<file path="config.mk">
export PLATFORM = sky130hd
export DESIGN_NAME = crpf_fifo
export DESIGN_NICKNAME = d
export VERILOG_FILES = /design/src/crpf_pkg.sv /design/src/crpf_fifo.sv
export SDC_FILE = /design/constraint.sdc
export NUM_CORES = 1
export LEC_CHECK = 0
export BUFFER_PORTS_ARGS = -buffer_cell sky130_fd_sc_hd__buf_2
export CORE_MARGIN = 2
export CORE_UTILIZATION = 55
export CTS_CLUSTER_DIAMETER = 150
export CTS_CLUSTER_SIZE = 8
export DETAILED_ROUTE_END_ITERATION = 12
export GPL_TIMING_DRIVEN = 0
export PLACE_DENSITY_LB_ADDON = 0.08
export SETUP_SLACK_MARGIN = 0.3
export SYNTH_ARGS = -nofsm -noshare
export SYNTH_HDL_FRONTEND = slang
export SYNTH_SLANG_ARGS = --single-unit
</file>
<file path="constraint.sdc">
create_clock -name i_clk -period 11.7 [get_ports i_clk]
set_input_delay 1.755 -clock i_clk [delete_from_list [all_inputs] [get_ports i_clk]]
set_output_delay 1.755 -clock i_clk [all_outputs]
set_load 0.02 [all_outputs]
</file>
<file path="src/crpf_pkg.sv">
package crpf_pkg;

    // Table depth and the widths that follow from it.
    localparam int CIRCLES     = 64;
    localparam int ADDR_W      = (CIRCLES > 1) ? $clog2(CIRCLES) : 1;
    localparam int CNT_W       = $clog2(CIRCLES + 1);

    // Fixed field widths.
    localparam int COUNT_REG_W = 7;
    localparam int MARGIN_W    = 12;
    localparam int COORD_W     = 24;
    localparam int RADIUS_W    = 16;
    localparam int SLOT_W      = 6;
    localparam int CFG_IDX_W   = 2;
    localparam int CFG_DATA_W  = 12;
    localparam int CMP_W       = (CNT_W > COUNT_REG_W) ? CNT_W : COUNT_REG_W;

    // Distance datapath widths.
    localparam int DIFF_W      = COORD_W + 1;
    localparam int AXIS_LIMIT  = 1 << 20;
    localparam int ABS_W       = 21;
    localparam int SQ_W        = 2 * ABS_W - 1;
    localparam int D2_W        = SQ_W + 2;
    localparam int BOUND_W     = RADIUS_W + 1;
    localparam int BOUND2_W    = 2 * BOUND_W;

    // Per-axis limits at the width of an axis difference.
    localparam logic signed [DIFF_W-1:0] LIMIT_P = DIFF_W'(AXIS_LIMIT);
    localparam logic signed [DIFF_W-1:0] LIMIT_N = DIFF_W'(-AXIS_LIMIT);

    // Command queue between the front and the back.
    localparam int FIFO_DEPTH  = 2;
    localparam int FIFO_PTR_W  = $clog2(FIFO_DEPTH);
    localparam int FIFO_CNT_W  = $clog2(FIFO_DEPTH + 1);

    typedef enum logic [CFG_IDX_W-1:0] {
        CFG_COUNT = 2'd0,
        CFG_INNER = 2'd1,
        CFG_OUTER = 2'd2
    } t_cfg_idx;

    typedef enum logic {
        KIND_LOAD  = 1'b0,
        KIND_POINT = 1'b1
    } t_kind;

    typedef struct packed {
        logic signed [COORD_W-1:0] x;
        logic signed [COORD_W-1:0] y;
        logic signed [COORD_W-1:0] z;
        logic [RADIUS_W-1:0]       radius;
    } t_circle;

    typedef struct packed {
        t_kind             kind;
        logic              wr_ok;
        logic [ADDR_W-1:0] addr;
        t_circle           data;
        logic [CNT_W-1:0]  count;
    } t_cmd;

    typedef struct packed {
        logic [MARGIN_W-1:0] inner;
        logic [MARGIN_W-1:0] outer;
    } t_ring_cfg;

    typedef struct packed {
        logic full;
        logic empty;
    } t_fifo_stat;

    function automatic logic [ADDR_W-1:0] to_addr(input logic [SLOT_W-1:0] s);
        logic [31:0] w;
        w = 32'(s);
        return w[ADDR_W-1:0];
    endfunction

    function automatic logic [SLOT_W-1:0] to_slot(input logic [ADDR_W-1:0] a);
        logic [31:0] w;
        w = 32'(a);
        return w[SLOT_W-1:0];
    endfunction

endpackage

</file>
<file path="src/crpf_fifo.sv">
module crpf_fifo (
    input  logic                 i_clk,
    input  logic                 i_rst_n,
    input  logic                 i_push,
    input  crpf_pkg::t_cmd       i_cmd,
    input  logic                 i_pop,
    output crpf_pkg::t_cmd       o_head,
    output crpf_pkg::t_fifo_stat o_stat
);

    crpf_pkg::t_cmd                   r_mem [crpf_pkg::FIFO_DEPTH];
    logic [crpf_pkg::FIFO_PTR_W-1:0]  r_wr_ptr;
    logic [crpf_pkg::FIFO_PTR_W-1:0]  r_rd_ptr;
    logic [crpf_pkg::FIFO_CNT_W-1:0]  r_cnt;

    assign o_stat.full  = (r_cnt == crpf_pkg::FIFO_CNT_W'(crpf_pkg::FIFO_DEPTH));
    assign o_stat.empty = (r_cnt == '0);
    assign o_head       = r_mem[r_rd_ptr];

    always_ff @(posedge i_clk) begin
        if (!i_rst_n) begin
            r_wr_ptr <= '0;
            r_rd_ptr <= '0;
            r_cnt    <= '0;
        end else begin
            if (i_push) begin
                r_wr_ptr <= r_wr_ptr + crpf_pkg::FIFO_PTR_W'(1);
            end
            if (i_pop) begin
                r_rd_ptr <= r_rd_ptr + crpf_pkg::FIFO_PTR_W'(1);
            end
            if (i_push && !i_pop) begin
                r_cnt <= r_cnt + crpf_pkg::FIFO_CNT_W'(1);
            end else if (i_pop && !i_push) begin
                r_cnt <= r_cnt - crpf_pkg::FIFO_CNT_W'(1);
            end
        end
    end

    always_ff @(posedge i_clk) begin
        if (i_push) begin
            r_mem[r_wr_ptr] <= i_cmd;
        end
    end

endmodule

</file>
* Word level (Yosys, flattened, before mapping)
Memories as Yosys holds them, arrays and structs flattened. A register that Yosys moved wholly into a read port is not among the register bits.
Cells that the tools add are included.
** Storage, ports and cells
- Register bits :: 4
- Bits in writable memories :: 206
- Input port bits :: 107
- Output and inout bits :: 105
- Word-level logic and storage cells :: 21
- Memories kept :: 1
** Memory list
- r_mem :: depth 2, width 103, read ports 1, clocked after memory_dff 1, write ports 1, line crpf_fifo.sv:11 : crpf_pkg::t_cmd r_mem [crpf_pkg::FIFO_DEPTH];
** Operators by class
- Add/sub/neg operators :: 4
- Eq/ne operators :: 1
- Muxes and demuxes :: 6
- Reductions and logical operators :: 6
** Operator list (number)
- $mux W1 :: 4
- $mux W2 :: 2
- $add A1 B1 Y1 const B :: 2
- $add A2 B1 Y2 const B :: 1
- $eq A2 B2 Y1 const B :: 1
- $logic_and A1 B1 Y1 :: 2
- $logic_not A1 Y1 :: 2
- $logic_not A2 Y1 :: 1
- $reduce_bool A2 Y1 :: 1
- $sub A2 B1 Y2 const B :: 1

* Longest topological paths before layout
- Depth in word-level cells :: 4
- Depth in mapped cells :: 5
- Gate-level depth less buffers :: 5

* Worst setup path after synthesis
Ideal clock, no wire load.
- Path type :: input port to flip-flop
- From :: input i_push
- To :: memory r_mem[0][0] in the netlist's numbering, enable pin
- Setup time :: 0.578 ns
- Arrival time :: 6.266 ns
- Required time :: 11.122 ns
- Path slack :: 4.855 ns
- Cell stages on the path :: 1
- Buffers on the path :: 0
- Cells stage by stage :: nor2b_1
** On the way
- Cells in the longest elaborated chain, start to end :: 2
** RTL lines
- from (decl) :: line crpf_fifo.sv:4 : input logic i_push,
- $mux W1 :: line crpf_fifo.sv:41 : if (i_push) begin
- $mux W1 (implied by the code) :: line crpf_fifo.sv:42 : r_mem[r_wr_ptr] <= i_cmd;
- to (decl) :: line crpf_fifo.sv:11
No other way between the ends.

==> results_dict.tcl <==
set metrics [dict create \
    post_cts_buffers 0 \
    grt_max_degree 62 \
    die_w_um 122.0 \
    hpwlAfterDp_um 9411 \
    via_per_inst 5.043 \
    dr.pass1.iters 4 \
    crit_chain "buf_4 -> buf_6 -> mux2_2 -> buf_2" \
    tns_ns 0 \
    finalClockSkew_ns 0.006845 \
    cts.repair.resized 0 \
    cts_root_buf "clkbuf_16" \
    layout_setup_ws_ns 8.084 \
    coreArea_sq_mm 0.01372 \
    yosysWarnings 0 \
    synthCells 342 \
    drive_gt1_frac 0.5922 \
    ant_nets 0 \
    drt-total-wl_um 14210 \
    cp_top_family "buffers and inverters" \
    rows 43 \
    synth_area_sq_mm 0.007664 \
    p_leak_nw 3.763 \
    status "finished clean" \
    ys_top_cells_by_area "edfxtp_1, mux2_2, dfxtp_1" \
    cp.required_ns 9.95 \
    post_drt_wl_per_cell_um 17.92 \
    power_density_mw_per_mm2 187.9 \
    cts_buffers 30 \
    holdCritPathClass "flip-flop to flip-flop" \
    gp_congestion 0.7358 \
    dp_slack_ns 8.293 \
    r2r_start "r_wr_ptr" \
    fp.dieH_um 122.0 \
    start_util 0.5586 \
    cts_tree "yes" \
    vdd_ir_drop_max_v 0.0001281 \
    r2r_cells 3 \
    synth_cell_types 17 \
    ys_ff_latch 211 \
    syn-mean-instance-area_sq_um 22.41 \
    synth_fp_nets 450 \
    cp-start-kind "flip-flop" \
    grt_usage 0.1838 \
    path_class "flip-flop to output pin" \
    tightest_slew_ns 0.8755 \
    min_period_over_period 0.3091 \
    clock-sinks 211 \
    max_slew_margin 0.4163 \
    synth_top_cell_by_area "edfxtp_1" \
    numPortBuffers 211 \
    worstHoldPathCells 2 \
    min_from "r_cnt[1]" \
    clk_pin_slew_ns 0.05 \
    dr_total_vias 3999 \
    fin_total_pwr_w 0.001863 \
    worstPathArrival_ns 1.86 \
    hold_viol 0 \
    r2r_end "r_mem[0][38]" \
    cp.buffers_inverters 3 \
    synth_top_area_share 0.8072 \
    antenna_cells 0 \
    setup_viol 0 \
    antenna_found_initial 0 \
    clock_path_buffers 3 \
    cpMaxStageDelayCell "dfxtp_1" \
    holdPathEnd "r_cnt[1]" \
    areaGrowthSynthToFinish_pct 29.39 \
    fmax_mhz 276.5 \
    cap_violations 0 \
    crit_fanout 10 \
    grt_overflow_total 0 \
    dieArea_sq_mm 0.01489 \
    seq_area_frac_synth 0.8202 \
    io_pins 212 \
    hold_buffers 0 \
    htreeDepth 1 \
    reg2reg_setup_slack_ns 9.93 \
    drc 0 \
    period_minus_slack_ns 3.616 \
    clk_latency_ns 0.52 \
    nets 697 \
    drv_slew 0 \
    grt_pass1_vias 4257 \
    drtIter0Drc 208 \
    rsz0062_at_grt "no" \
    cpPeakStageDelay_ns 0.38 \
    grt_pass1_wl_um 20660 \
    cp-end-kind "output pin" \
]
## cell usage after synthesis
| cell type | n |
|---|---|
| nor2_1 | 1 |
| mux2_2 | 103 |
| o21a_1 | 1 |
| and2_1 | 4 |
| inv_1 | 1 |
| a21boi_1 | 1 |
| xnor2_1 | 1 |
| xor2_1 | 2 |
| buf_6 | 7 |
| dfxtp_1 | 5 |
| o21ai_0 | 1 |
| or3_1 | 1 |
| buf_2 | 3 |
| ha_1 | 1 |
| nor2b_1 | 3 |
| buf_4 | 1 |
| edfxtp_1 | 206 |
## cells by family (layout without fill, tap and decap cells)
logic type	count (synthesis)	count (layout)	share of synthesized area
AOI/OAI and AO/OA	3	3	0.002612
xor gates and xnor gates	3	3	0.003429
adders and majority gates	1	1	0.001632
buffers and inverters	12	283	0.01371
DFF	211	211	0.8202
muxes	103	103	0.1513
and+or+nand+nor	9	9	0.007020
## layout make-up
class / count / area [sq um]
inverter: 1 / 3.754
tap: 180 / 225.2
timing repair buffer: 215 / 1144
sequential: 211 / 6286
buffer: 11 / 101.3
clock inverter: 1 / 7.507
fill: 915 / 3804
multi-input combinational: 119 / 1282
clock buffer: 55 / 865.8
## worst max path at each step
| stage | start | end | depth (start not counted) |
|---|---|---|---|
| floorplan | i_push | r_mem[0][0] | 1 |
| global placement | i_push | r_mem[0][13] | 2 |
| detailed placement | i_push | r_mem[0][13] | 4 |
| CTS | flip-flop | o_head[26] | 4 |
| global route | flip-flop | o_head[21] | 4 |
| finish | flip-flop | o_head[37] | 4 |
## worst reg2reg max path: stages (launching register included)
cell,delay [ns]
dfxtp_1,0.33
nor2b_4,0.58
buf_12,0.30
buf_12,0.23
## cells in the final DEF (no fill, tap or decap), types with 2 or more instances in the layout
master	count
buf_2	214
edfxtp_1	206
mux2_2	103
clkbuf_16	31
clkbuf_1	24
buf_6	7
dfxtp_1	5
and2_1	3
buf_12	3
xor2_1	2
nor2b_1	2
## flip-flops by register name, indices dropped and copies added, names as in the netlist, named ones only
name / cells
r_cnt: 2
r_mem: 206
r_rd_ptr: 1
r_wr_ptr: 1
## metal layers
metal	vias up	track usage	part of all wire
li1	1866	-	-
met1	1960	0.2058	0.36
met2	147	0.3317	0.52
met3	26	0.05758	0.096
met4	0	0.06250	0.023
met5	-	0	0
## power breakdown
part / switching [W] / leakage, nW / total, W / internal, W
combinational: 0.000119 / 1.38 / 0.000205 / 0.0000865
sequential: 0.00000972 / 1.97 / 0.000885 / 0.000875
clock: 0.000283 / 0.411 / 0.000773 / 0.000490
total: 0.000411 / 3.76 / 0.00186 / 0.00145
## through the flow
step	util	hold slack, ns	area [sq um]	std cells
3_5_place_dp	0.6591	0.5221	9042	737
3_3_place_gp	0.6520	0.4797	8945	733
2_1_floorplan	-	0.4656	7664	342
4_1_cts	0.7228	0.5324	9916	793
6_report	0.7228	0.5328	9916	793
5_1_grt	0.7228	0.5733	9916	793
(Power assumes the default switching activity.)
