[src/crpf_pkg.sv]
package crpf_pkg;

    // Table depth and the widths that follow from it.
    localparam int CIRCLES     = 64;
    localparam int ADDR_W      = (CIRCLES > 1) ? $clog2(CIRCLES) : 1;
    localparam int CNT_W       = $clog2(CIRCLES + 1);

    // Fixed field widths.
    localparam int COUNT_REG_W = 7;
    localparam int MARGIN_W    = 12;
    localparam int COORD_W     = 24;
    localparam int RADIUS_W    = 16;
    localparam int SLOT_W      = 6;
    localparam int CFG_IDX_W   = 2;
    localparam int CFG_DATA_W  = 12;
    localparam int CMP_W       = (CNT_W > COUNT_REG_W) ? CNT_W : COUNT_REG_W;

    // Distance datapath widths.
    localparam int DIFF_W      = COORD_W + 1;
    localparam int AXIS_LIMIT  = 1 << 20;
    localparam int ABS_W       = 21;
    localparam int SQ_W        = 2 * ABS_W - 1;
    localparam int D2_W        = SQ_W + 2;
    localparam int BOUND_W     = RADIUS_W + 1;
    localparam int BOUND2_W    = 2 * BOUND_W;

    // Per-axis limits at the width of an axis difference.
    localparam logic signed [DIFF_W-1:0] LIMIT_P = DIFF_W'(AXIS_LIMIT);
    localparam logic signed [DIFF_W-1:0] LIMIT_N = DIFF_W'(-AXIS_LIMIT);

    // Command queue between the front and the back.
    localparam int FIFO_DEPTH  = 2;
    localparam int FIFO_PTR_W  = $clog2(FIFO_DEPTH);
    localparam int FIFO_CNT_W  = $clog2(FIFO_DEPTH + 1);

    typedef enum logic [CFG_IDX_W-1:0] {
        CFG_COUNT = 2'd0,
        CFG_INNER = 2'd1,
        CFG_OUTER = 2'd2
    } t_cfg_idx;

    typedef enum logic {
        KIND_LOAD  = 1'b0,
        KIND_POINT = 1'b1
    } t_kind;

    typedef struct packed {
        logic signed [COORD_W-1:0] x;
        logic signed [COORD_W-1:0] y;
        logic signed [COORD_W-1:0] z;
        logic [RADIUS_W-1:0]       radius;
    } t_circle;

    typedef struct packed {
        t_kind             kind;
        logic              wr_ok;
        logic [ADDR_W-1:0] addr;
        t_circle           data;
        logic [CNT_W-1:0]  count;
    } t_cmd;

    typedef struct packed {
        logic [MARGIN_W-1:0] inner;
        logic [MARGIN_W-1:0] outer;
    } t_ring_cfg;

    typedef struct packed {
        logic full;
        logic empty;
    } t_fifo_stat;

    function automatic logic [ADDR_W-1:0] to_addr(input logic [SLOT_W-1:0] s);
        logic [31:0] w;
        w = 32'(s);
        return w[ADDR_W-1:0];
    endfunction

    function automatic logic [SLOT_W-1:0] to_slot(input logic [ADDR_W-1:0] a);
        logic [31:0] w;
        w = 32'(a);
        return w[SLOT_W-1:0];
    endfunction

endpackage

[src/crpf_front.sv]
module crpf_front (
    input  logic                                    i_clk,
    input  logic                                    i_rst_n,
    input  logic                                    i_start,
    input  logic                                    i_kind,
    input  logic [crpf_pkg::SLOT_W-1:0]             i_slot,
    input  logic signed [crpf_pkg::COORD_W-1:0]     i_pos_x,
    input  logic signed [crpf_pkg::COORD_W-1:0]     i_pos_y,
    input  logic signed [crpf_pkg::COORD_W-1:0]     i_pos_z,
    input  logic [crpf_pkg::RADIUS_W-1:0]           i_radius,
    input  logic [crpf_pkg::COUNT_REG_W-1:0]        i_count,
    input  logic                                    i_fifo_full,
    output logic                                    o_busy,
    output logic                                    o_push,
    output crpf_pkg::t_cmd                          o_cmd
);

    logic           r_vld;
    crpf_pkg::t_cmd r_cmd;
    crpf_pkg::t_cmd n_cmd;
    logic           w_accept;

    // Classify the item: decode its kind, range-check the slot and clamp the count.
    always_comb begin
        n_cmd.kind        = crpf_pkg::t_kind'(i_kind);
        n_cmd.wr_ok       = (32'(i_slot) < 32'(crpf_pkg::CIRCLES));
        n_cmd.addr        = crpf_pkg::to_addr(i_slot);
        n_cmd.data.x      = i_pos_x;
        n_cmd.data.y      = i_pos_y;
        n_cmd.data.z      = i_pos_z;
        n_cmd.data.radius = i_radius;
        if (crpf_pkg::CMP_W'(i_count) > crpf_pkg::CMP_W'(crpf_pkg::CIRCLES)) begin
            n_cmd.count = crpf_pkg::CNT_W'(crpf_pkg::CIRCLES);
        end else begin
            n_cmd.count = crpf_pkg::CNT_W'(i_count);
        end
    end

    assign o_push   = r_vld && !i_fifo_full;
    assign o_busy   = r_vld && i_fifo_full;
    assign w_accept = i_start && !o_busy;
    assign o_cmd    = r_cmd;

    always_ff @(posedge i_clk) begin
        if (!i_rst_n) begin
            r_vld <= 1'b0;
        end else if (w_accept) begin
            r_vld <= 1'b1;
        end else if (o_push) begin
            r_vld <= 1'b0;
        end
    end

    always_ff @(posedge i_clk) begin
        if (w_accept) begin
            r_cmd <= n_cmd;
        end
    end

endmodule

[config.mk]
export PLATFORM = sky130hd
export DESIGN_NAME = crpf_front
export DESIGN_NICKNAME = d
export VERILOG_FILES = /design/src/crpf_pkg.sv /design/src/crpf_front.sv
export SDC_FILE = /design/constraint.sdc
export NUM_CORES = 1
export LEC_CHECK = 0
export BUFFER_PORTS_ARGS = -buffer_cell sky130_fd_sc_hd__buf_2
export CAP_MARGIN = 20
export CORE_MARGIN = 3
export CORE_UTILIZATION = 40
export DETAILED_ROUTE_END_ITERATION = 10
export GPL_ROUTABILITY_DRIVEN = 1
export GPL_TIMING_DRIVEN = 0
export PLACE_DENSITY = 0.88
export SLEW_MARGIN = 20
export SYNTH_ARGS = -nofsm -noshare
export SYNTH_HDL_FRONTEND = slang
export SYNTH_SLANG_ARGS = --single-unit
[constraint.sdc]
create_clock -name i_clk -period 13.5 [get_ports i_clk]
set_clock_uncertainty 0.15 [all_clocks]
set_input_delay 1.35 -clock i_clk [delete_from_list [all_inputs] [get_ports i_clk]]
set_output_delay 1.35 -clock i_clk [all_outputs]
set_load 0.02 [all_outputs]
==> Yosys cells after proc, flatten, opt, wreduce, memory -nomap -nowiden <==
Cells that the tools add are included.
Widths: inputs -> output; s select.
{ "word_totals": {"regBits": 103, "in_bits": 106, "output_inout_bits": 105, "wordCells": 17} }
{ "classes": {"n_lt_le_gt_ge": 1, "mux": 2, "reduce_logical": 6} }
{ "ops": {"columns": ["operator", "count"], "rows": [
  ["$gt 7x7->1 const B", 1],
  ["$logic_and 1x1->1", 3],
  ["$logic_not 1->1", 2],
  ["$mux 1", 2],
  ["$reduce_bool 2->1", 1]
]} }

==> Depth between registers and ports, before layout <==
Gate-level depths: netlist of run 1.
{ "logic_depth": {"word_depth": 4, "depth_mapped": 2, "mapped_depth_nobuf": 2} }

==> Worst setup path after synthesis of run 1 <==
OpenSTA, ideal clock, no wires.
{ "synth_timing": {"path_type": "input to register", "from": "in i_fifo_full", "to": "reg r_cmd (netlist bit o_cmd[0]) (enable)", "setup_ns": 0.576, "arrival_time_ns": 6.069, "required_ns": 12.774, "path_slack_ns": 6.705, "stages": 2, "n_path_buf": 0, "path_cell_list": "and2_4 > nor2b_1"} }
{ "synth_between": {"elab_chain_len": 3} }
{ "synth_rtl": {"columns": ["item", "line_no", "rtl"], "rows": [
  ["start: declaration", "crpf_front.sv:12", "input logic i_fifo_full,"],
  ["$logic_and 1x1->1", "crpf_front.sv:40", "assign o_busy = r_vld && i_fifo_full;"],
  ["$logic_not 1->1", "crpf_front.sv:41", "assign w_accept = i_start && !o_busy;"],
  ["$logic_and 1x1->1", "crpf_front.sv:41", null],
  ["named net w_accept", "crpf_front.sv:21", "logic w_accept;"],
  ["end signal: assignment", "crpf_front.sv:56", "r_cmd <= n_cmd;"],
  ["end: declaration", "crpf_front.sv:19", "crpf_pkg::t_cmd r_cmd;"]
]} }
The timed path passes the listed nets, and every way through them passes these cells.
A chain may end at the register's enable or synchronous reset.

==> Final worst setup path of run 1 <==
{ "layout_timing": {"from": "in i_fifo_full", "to": "out o_push"} }
{ "layout_between": {"elab_chain_len": 2} }
{ "layout_rtl": {"columns": ["item", "line_no", "rtl"], "rows": [
  ["$logic_not 1->1", "crpf_front.sv:39", "assign o_push = r_vld && !i_fifo_full;"],
  ["$logic_and 1x1->1", "crpf_front.sv:39", null],
  ["end: declaration", "crpf_front.sv:14", "output logic o_push,"]
]} }
No other way between the ends.

==> results by group, run 1 <==
Logic synthesis
  • Post-Synth Adder-Cell Area: 0
  • Synth cell types: 9
  • YS warnings: 0
  • Syn_nets: 222
  • Synth Area in Compound Gates: 0.00237
  • Simple-gate share of the synthesized area: 0.0197
  • Mapped cell area: approximately 0.0032 mm^2
  • Mux share of post-synthesis cell area: 0
  • Synthesized instance count: between 100 and 150
  • Register bit total from synthesis: between 100 and 150
  • Register area share after synthesis: 0.973
  • Xor and xnor area share after synthesis: 0
  • Largest family of logic cells by synthesized area: simple AND/OR/NAND/NOR gates
  • Average footprint of a synthesized cell: 27.3 um^2

Setup path
  • CP bufs+invs: 2
  • CP Capture Type: output port
  • Critical Path, Cell by Cell: buf_2 -> and2b_1 -> buf_2
  • Crit path top cell by count: buf_2
  • Setup Crit Path Kind: in -> out
  • Worst setup SP type: primary input
  • Worst-path maximum fanout: 2
  • CP max stage delay: approximately 180 ps
  • Crit path DAT: ~1800 ps
  • CP Data Required Time: between 10000 and 15000 ps
  • Slowest stage cell, crit path: and2b_1
  • Crit path max-delay family: buffers and inverters

Cells and area
  • Diode count: 0
  • Layout area overhead: 45.8%
  • Most frequent cells in the layout: buf_2 (209), edfxtp_1 (102), clkbuf_8 (9)
  • Share of layout cells above drive strength 1: 0.666
  • Most common cell after layout, fill and taps aside: buf_2
  • Layout net count: 445

Flow run
  • Maximum Capacitance Violations: 0

Routing
  • Antenna-violating nets left: 0
  • Detailed Route WL: 7230 um
  • DRC Markers: 0
  • TritonRoute pass-1 iters: 4
  • DR WL/cell: about 16 um
  • Drt initial violations: 46
  • Via density per instance: 4.36
  • Via count: a little under 2000

Floorplan
  • Starting Density: 0.425
  • Core area: between 0.007 and 0.008 mm^2
  • Die X: 95.0 um
  • Ports: around 210
  • FP Rows: 31
  • DIE HEIGHT: ~95 um
  • Total die area: ~0.0090 mm^2

CTS
  • CTS max path bufs: 2
  • Post-CTS sizing: 0
  • Skew-Pair Late Insertion Delay: 340 ps
  • H-tree level count: 3
  • Root buffer cell: clkbuf_8
  • Post-CTS Setup Bufs: 0
  • CTS tree: built
  • Clock Sink Count: between 100 and 150
  • Clock Pin Slew Worst Setup and Hold Paths: 90 ps
  • TritonCTS buffer count: 9
  • CTS Hold Bufs: 0

Outcome
  • Status: finished, final reports clean

Timing
  • Final hold violation count: 0
  • Max Fclk: just over 300 MHz
  • Period utilization: 0.245
  • Minimum clock period: 3300 ps
  • Setup TNS: 0 ps
  • Setup-failing EPs final: 0
  • Pins Over Slew Limit: 0
  • RSZ-0062 raised after global routing: false
  • Smallest hold slack: 485 ps

Power
  • LEAKAGE: between 1.5 and 2 nW
  • Peak supply drop: ~0.000076 V
  • Power Density: between 100 and 150 mW/mm^2

Place
  • Buffers on Ports: 209
  • RD Place Congestion: around 0.70

GRT
  • First-pass GRT wire length: 10000 um
  • Pin count of the biggest net entering global routing: 33
  • Vias in the first global route: 1995
  • Grt ovf: 0
  • Antenna violations before repair: 1
  • Total GRT Usage: 0.157

Min path
  • Hold Crit Class: reg -> reg
[kinds of logic after synthesis]
logic type | Yosys count
simple gates | 9
flops | 103
other cells | 1
compound gates | 1
buf+inv | 2
[state kept, by name (all words and copies together), names as in the netlist]
name and count:
o_cmd 102, r_vld 1
[final timing paths]
check	start	to	slack (ps)	cells after the start
setup / recovery	i_fifo_full	o_push	10200	3
hold / removal	r_vld	r_vld	480	2
setup reg to reg	r_vld	o_cmd[88]	11890	3
hold reg to reg	r_vld	r_vld	480	2
[Yosys cell counts (all sizes together)]
| cell | n | area (um^2) |
|---|---|---|
| and2 | 1 | 8.76 |
| and2b | 3 | 22.5 |
| buf | 1 | 7.51 |
| clkbuf | 1 | 3.75 |
| conb | 1 | 3.75 |
| dfxtp | 1 | 20.0 |
| edfxtp | 102 | 3060 |
| nor2b | 5 | 31.3 |
| o21a | 1 | 7.51 |
[area by class of cell]
class,count,area [um^2]
Sequential cell,103,3080
Fill cell,572,2830
Timing Repair Buffer,212,1110
Clock buffer,11,131
Tap cell,99,124
Clock inverter,5,82.6
Multi-Input combinational cell,11,81.3
Buffer,2,11.3
[layer usage]
layer,track usage,vias up,part of all wire
met1,0.167,896,0.35
met4,0.0613,2,0.011
met2,0.279,125,0.54
met3,0.0590,10,0.10
met5,0,-,0.0021
li1,-,899,-
[stage by stage]
stage,cells,utilization,cell area [um^2],setup slack [ps],power (mW)
2_1_floorplan,116,-,3170,6700,0.420
3_3_place_gp,424,0.582,4340,5340,0.454
3_5_place_dp,427,0.592,4410,10200,0.455
4_1_cts,443,0.620,4620,10200,0.653
5_1_grt,443,0.620,4620,10180,0.673
6_report,443,0.620,4620,10200,0.648
[worst min-delay path: stages, from the launching register on]
cell	delay [ps]
dfxtp_1	340
and2_4	170
o21a_1	110
[where the power goes]
| part | switching (mW) | leakage [nW] | internal, mW |
|---|---|---|---|
| Combinational | 0.0432 | 0.903 | 0.0258 |
| Clock | 0.0967 | 0.0958 | 0.105 |
| Sequential | 0.00424 | 0.997 | 0.373 |
| Total | 0.144 | 2.00 | 0.504 |
No activity file was read; power rests on OpenSTA's default activity.
==> run 2, diff against run 1 <==
--- a/config.mk
+++ b/config.mk
@@ -8,11 +8,11 @@
 export BUFFER_PORTS_ARGS = -buffer_cell sky130_fd_sc_hd__buf_2
 export CAP_MARGIN = 20
 export CORE_MARGIN = 3
-export CORE_UTILIZATION = 40
+export CORE_UTILIZATION = 37
 export DETAILED_ROUTE_END_ITERATION = 10
 export GPL_ROUTABILITY_DRIVEN = 1
 export GPL_TIMING_DRIVEN = 0
-export PLACE_DENSITY = 0.88
+export PLACE_DENSITY = 0.86
 export SLEW_MARGIN = 20
 export SYNTH_ARGS = -nofsm -noshare
 export SYNTH_HDL_FRONTEND = slang
==> constraint.sdc (replaced) <==
create_clock -name i_clk -period 3 [get_ports i_clk]
set_clock_uncertainty 0.15 [all_clocks]
set_input_delay 0.3 -clock i_clk [delete_from_list [all_inputs] [get_ports i_clk]]
set_output_delay 0.3 -clock i_clk [all_outputs]
set_load 0.02 [all_outputs]
==> run 2 against run 1 <==
- wire length rose by 18%
- hold slack got worse by 450 ps
- non-clock buffer count rose by 95
- design area rose by 20%
- combinational power rose to 6.0 times the previous value
- via count rose by 20%
- power rose to 4.5 times the previous value
==> results by group, run 2 (synthesized netlist as in run 1, its figures left out) <==
Outcome
  • Status: finished, final reports clean

Timing
  • Period utilization: 0.634
  • Max Fclk: 526 MHz
  • Worst slew margin: 0.605
  • Minimum clock period: roughly 1900 ps
  • Worst-Margin Slew: 591 ps
  • RSZ-0062 raised after global routing: false
  • Smallest hold slack: 30.0 ps
  • Final hold violation count: 0
  • Pins Over Slew Limit: 0
  • Worst Slack Setup Final: approximately 1100 ps
  • Setup-failing EPs final: 0

Power
  • Clock share of power: 0.270
  • Combinational share of power: 0.143
  • Internal power: between 2 and 2.5 mW
  • Sw Ratio: 0.244
  • LEAKAGE: 2.39 nW
  • Tot Pwr: a little under 3 mW
  • Power Density: roughly 520 mW/mm^2
  • Sequential power share: 0.587
  • Peak supply drop: roughly 0.00037 V
  • Sw Pwr: approximately 0.7 mW

Floorplan
  • FP Rows: 33
  • Starting Density: 0.384
  • DIE HEIGHT: 98.5 um
  • Core area: around 0.0083 mm^2
  • Ports: around 210
  • Total die area: between 0.009 and 0.01 mm^2
  • Die X: just under 100 um

Setup path
  • CP Capture Type: flop
  • CP Data Required Time: 2900 ps
  • Crit path DAT: around 1800 ps
  • Worst-path maximum fanout: 32
  • Setup Crit Path Kind: reg -> reg
  • Worst setup SP type: flop

CTS
  • Clock Pin Slew Worst Setup and Hold Paths: roughly 90 ps
  • Post-CTS sizing: 0
  • H-tree level count: 3
  • CTS tree: built
  • CTS Hold Bufs: 94
  • Post-CTS Setup Bufs: 0
  • Clock Sink Count: 103
  • CTS max path bufs: 2
  • Root buffer cell: clkbuf_8
  • Skew-Pair Late Insertion Delay: roughly 340 ps
  • TritonCTS buffer count: 9

Cells and area
  • Util after Layout: 0.672
  • Most common cell after layout, fill and taps aside: buf_2
  • FF+latch area: between 0.003 and 0.004 mm^2
  • Max reg flops: roughly 100
  • Multi-input gate area: just over 80 um^2
  • Layout fillers: around 580
  • Post-Layout Inst Area: between 0.005 and 0.006 mm^2
  • Diode count: 0
  • Layout area overhead: 75.1%
  • Layout net count: 540
  • Share of layout cells above drive strength 1: 0.524
  • Most frequent cells in the layout: buf_2 (209), edfxtp_1 (102), dlygate4sd3_1 (95)

Place
  • DP HPWL: ~5600 um
  • Pre-CTS setup slack: 951 ps
  • Buffers on Ports: around 210
  • RD Place Congestion: around 0.72
  • Placed inst area: ~0.0044 mm^2

GRT
  • Vias in the first global route: approximately 2500
  • Antenna violations before repair: 0
  • Grt ovf: 0
  • First-pass GRT wire length: 13000 um
  • Total GRT Usage: 0.177
  • Pin count of the biggest net entering global routing: 33

Routing
  • Via density per instance: between 4 and 5
  • Antenna-violating nets left: 0
  • Via count: approximately 2300
  • DRC Markers: 0
  • Drt initial violations: 66
  • Detailed Route WL: roughly 8500 um
  • DR WL/cell: around 16 um
  • TritonRoute pass-1 iters: 4

Flow run
  • Maximum Capacitance Violations: 0

Min path
  • Hold Crit Class: in -> reg
run 2: cell types whose count changed in the layout (fill, tap and decap cells not counted), sizes merged:
cell	previous run	this run
bufinv	2	0
dlygate4sd3	0	95
clkbuf	12	10
clkinv	0	4
inv	0	3
clkinvlp	3	0
run 2: cell type report:
class                           instances  area share
Clock buffer                            9      0.0223
Sequential cell                       103       0.556
Multi-Input combinational cell         11      0.0147
Tap cell                              105      0.0237
Clock inverter                          7     0.00947
Timing Repair Buffer                  307       0.372
Buffer                                  2     0.00203
run 2: per-stage QoR:
| stage | setup TNS (ps) | instances |
|---|---|---|
| after CTS | 0 | 543 |
| final | 0 | 544 |
| after detailed placement | 0 | 433 |
| after floorplan | 0 | 116 |
| after global placement | -7070 | 430 |
| after global routing | 0 | 544 |
run 2: final timing paths:
kind | from | to | slack [ps] | cells past startpoint
max | r_vld | o_cmd[32] | 1100 | 4
min | i_rst_n | r_vld | 30 | 2
max reg2reg | r_vld | o_cmd[32] | 1100 | 4
min reg2reg | r_vld | r_vld | 520 | 2
run 2: worst max-delay path, cell delays in order, from the launching register on:
cell and delay, ps:
dfxtp_1 330, and2_4 150, nor2b_4 480, buf_16 250
buf_12 220
run 2: per-layer routing:
layer  vias to the layer above  share of wire  GRT usage
li1                       1090              -          -
met1                      1068           0.36      0.186
met2                       139           0.54      0.328
met3                        16          0.084     0.0573
met4                         0          0.019     0.0641
met5                         -              0          0
run 2: power groups by stage:
stage	Sequential [mW]	Clock, mW	Combinational, mW
after CTS	1.70	0.810	0.413
final	1.70	0.781	0.414
after global routing	1.71	0.871	0.441
after floorplan	1.85	0	0.0355
after global placement	1.73	0	0.293
after detailed placement	1.73	0	0.317
==> run 3, diff against run 2 <==
--- a/config.mk
+++ b/config.mk
@@ -8,11 +8,11 @@
 export BUFFER_PORTS_ARGS = -buffer_cell sky130_fd_sc_hd__buf_2
 export CAP_MARGIN = 20
 export CORE_MARGIN = 3
-export CORE_UTILIZATION = 37
+export CORE_UTILIZATION = 40
 export DETAILED_ROUTE_END_ITERATION = 10
 export GPL_ROUTABILITY_DRIVEN = 1
 export GPL_TIMING_DRIVEN = 0
-export PLACE_DENSITY = 0.86
+export PLACE_DENSITY = 0.88
 export SLEW_MARGIN = 20
 export SYNTH_ARGS = -nofsm -noshare
 export SYNTH_HDL_FRONTEND = slang
==> constraint.sdc (replaced) <==
create_clock -name i_clk -period 2 [get_ports i_clk]
set_clock_uncertainty 0.15 [all_clocks]
set_input_delay 0.2 -clock i_clk [delete_from_list [all_inputs] [get_ports i_clk]]
set_output_delay 0.2 -clock i_clk [all_outputs]
set_load 0.02 [all_outputs]
==> run 3 against run 2 <==
- utilization rose by 8.4 points
- hold slack improved by 20 ps
- sequential power rose by 50%
- critical path depth stayed put
- non-clock buffer count up 5
- first-iteration DRC count rose by 56%
- wire length is 15% higher
- power increased by 59%
- critical path type unchanged
- largest power group unchanged
- highest routed layer unchanged
==> results by group, run 3 (synthesized netlist as in run 1, its figures left out) <==
GRT
  • Pin count of the biggest net entering global routing: 32
  • Antenna violations before repair: 0
  • Grt ovf: 0
  • First-pass GRT wire length: 14100 um
  • Vias in the first global route: 2698
  • Total GRT Usage: 0.218

Cells and area
  • Util after Layout: 0.756
  • Layout area overhead: 77.6%
  • Share of layout cells above drive strength 1: 0.516
  • Most frequent cells in the layout: buf_2 (209), edfxtp_1 (102), dlygate4sd3_1 (100)
  • Diode count: 0
  • Finished Layout Cells: 543
  • Layout fillers: between 400 and 500
  • Max reg flops: just over 100
  • Layout net count: roughly 550
  • Most common cell after layout, fill and taps aside: buf_2

Setup path
  • Worst-path maximum fanout: 30
  • Slowest stage cell, crit path: nor2b_4
  • R2r endpoint: o_cmd[65]
  • CP max stage delay: 440 ps
  • CP Capture Type: flop
  • CP Data Required Time: around 1900 ps
  • Setup slack, reg-to-reg: between 100 and 150 ps
  • Worst setup SP type: flop
  • Crit path DAT: between 1500 and 2000 ps
  • Worst reg-to-reg path cell count: 4
  • Setup Crit Path Kind: reg -> reg
  • Critical Path, Cell by Cell: and2_4 -> nor2b_4 -> buf_12 -> buf_12
  • Crit path top cell by count: buf_12
  • R2r startpoint: r_vld

CTS
  • Clock Sink Count: about 100
  • Skew-Pair Late Insertion Delay: ~340 ps
  • Post-CTS Setup Bufs: 0
  • H-tree level count: 3
  • Post-CTS sizing: 0
  • CTS max path bufs: 2
  • Root buffer cell: clkbuf_8
  • CTS tree: built
  • Clock Pin Slew Worst Setup and Hold Paths: 90 ps
  • CTS Hold Bufs: 100
  • TritonCTS buffer count: 9

Min path
  • Hold Crit Class: in -> reg
  • Min-delay src: i_count[5]
  • Worst Hold End: o_cmd[5]
  • WHS Path Cells: 2

Power
  • Power Density: about 800 mW/mm^2
  • Sw Pwr: about 1.1 mW
  • LEAKAGE: between 2 and 2.5 nW
  • Sequential power share: 0.554
  • Sw Ratio: 0.231
  • Combinational share of power: 0.139
  • Internal power: 3.55 mW
  • Peak supply drop: 0.000467 V
  • Clock share of power: 0.307

Timing
  • Minimum clock period: between 1500 and 2000 ps
  • Period utilization: 0.941
  • Max Fclk: 532 MHz
  • RSZ-0062 raised after global routing: false
  • Worst slew margin: 0.649
  • Pins Over Slew Limit: 0
  • Final hold violation count: 0
  • Setup-failing EPs final: 0
  • Worst-Margin Slew: about 530 ps
  • Smallest hold slack: about 50 ps

Flow run
  • Maximum Capacitance Violations: 0

Floorplan
  • FP Rows: 31
  • Ports: 211
  • Total die area: approximately 0.009 mm^2
  • DIE HEIGHT: approximately 95 um
  • Die X: between 90 and 100 um
  • Starting Density: 0.425
  • Core area: 0.00745 mm^2

Routing
  • DRC Markers: 0
  • DR WL/cell: between 15 and 20 um
  • Antenna-violating nets left: 0
  • Drt initial violations: slightly above 100
  • Via density per instance: ~4.4
  • Via count: around 2400
  • Detailed Route WL: roughly 9800 um
  • TritonRoute pass-1 iters: 4

Outcome
  • Status: finished, final reports clean

Place
  • Buffers on Ports: about 210
  • DP HPWL: 5880 um
  • RD Place Congestion: slightly below 0.7
  • Number of instances in the placed design: 427
-- run 3: worst max path at each step --
stage	startpoint	endpoint	slack, ps	cells past startpoint
3_5_place_dp	i_fifo_full	o_cmd[65]	120	5
3_3_place_gp	i_fifo_full	o_cmd[8]	-960	3
2_1_floorplan	r_vld	o_cmd[0]	-550	2
6_report	r_vld	o_cmd[65]	120	4
4_1_cts	r_vld	o_cmd[33]	150	4
5_1_grt	r_vld	o_cmd[65]	40	4
-- run 3: power by group through the flow --
| stage | combinational [mW] | clock [mW] | sequential (mW) |
|---|---|---|---|
| detailed placement | 0.477 | 0 | 2.60 |
| global route | 0.681 | 1.51 | 2.57 |
| global placement | 0.443 | 0 | 2.60 |
| floorplan | 0.0533 | 0 | 2.77 |
| CTS | 0.629 | 1.44 | 2.55 |
| finish | 0.642 | 1.41 | 2.55 |
-- run 3: per-stage QoR --
step	setup slack [ps]	area, um^2	total power, mW	setup TNS, ps
2_1_floorplan	-547	3180	2.82	-55750
5_1_grt	42.3	5630	4.76	0
3_5_place_dp	119	4410	3.08	0
6_report	119	5630	4.61	0
4_1_cts	145	5630	4.62	0
3_3_place_gp	-955	4350	3.04	-96870
-- run 3: per-layer routing --
metal	global-route usage	vias up	share of wire
met2	0.407	138	0.54
li1	-	1096	-
met1	0.233	1143	0.36
met3	0.0542	17	0.074
met5	0	-	0
met4	0.0889	0	0.024
-- run 3: final cells by class --
class / instances / area [um^2] / share of cell area
plain buffers: 2 / 11.3 / 0.00200
clock buffers: 11 / 131 / 0.0233
clock inverters: 5 / 88.8 / 0.0158
multi-input cells: 11 / 81.3 / 0.0145
flip-flops and latches: 103 / 3080 / 0.548
well taps: 99 / 124 / 0.0220
repair buffers: 312 / 2110 / 0.374
-- run 3: critical path, delay by kind of cell, from the launching register on --
| family | cells | cell delay [ps] |
|---|---|---|
| DFF | 1 | 320 |
| buffers and inverters | 2 | 500 |
| and+or+nand+nor | 2 | 590 |
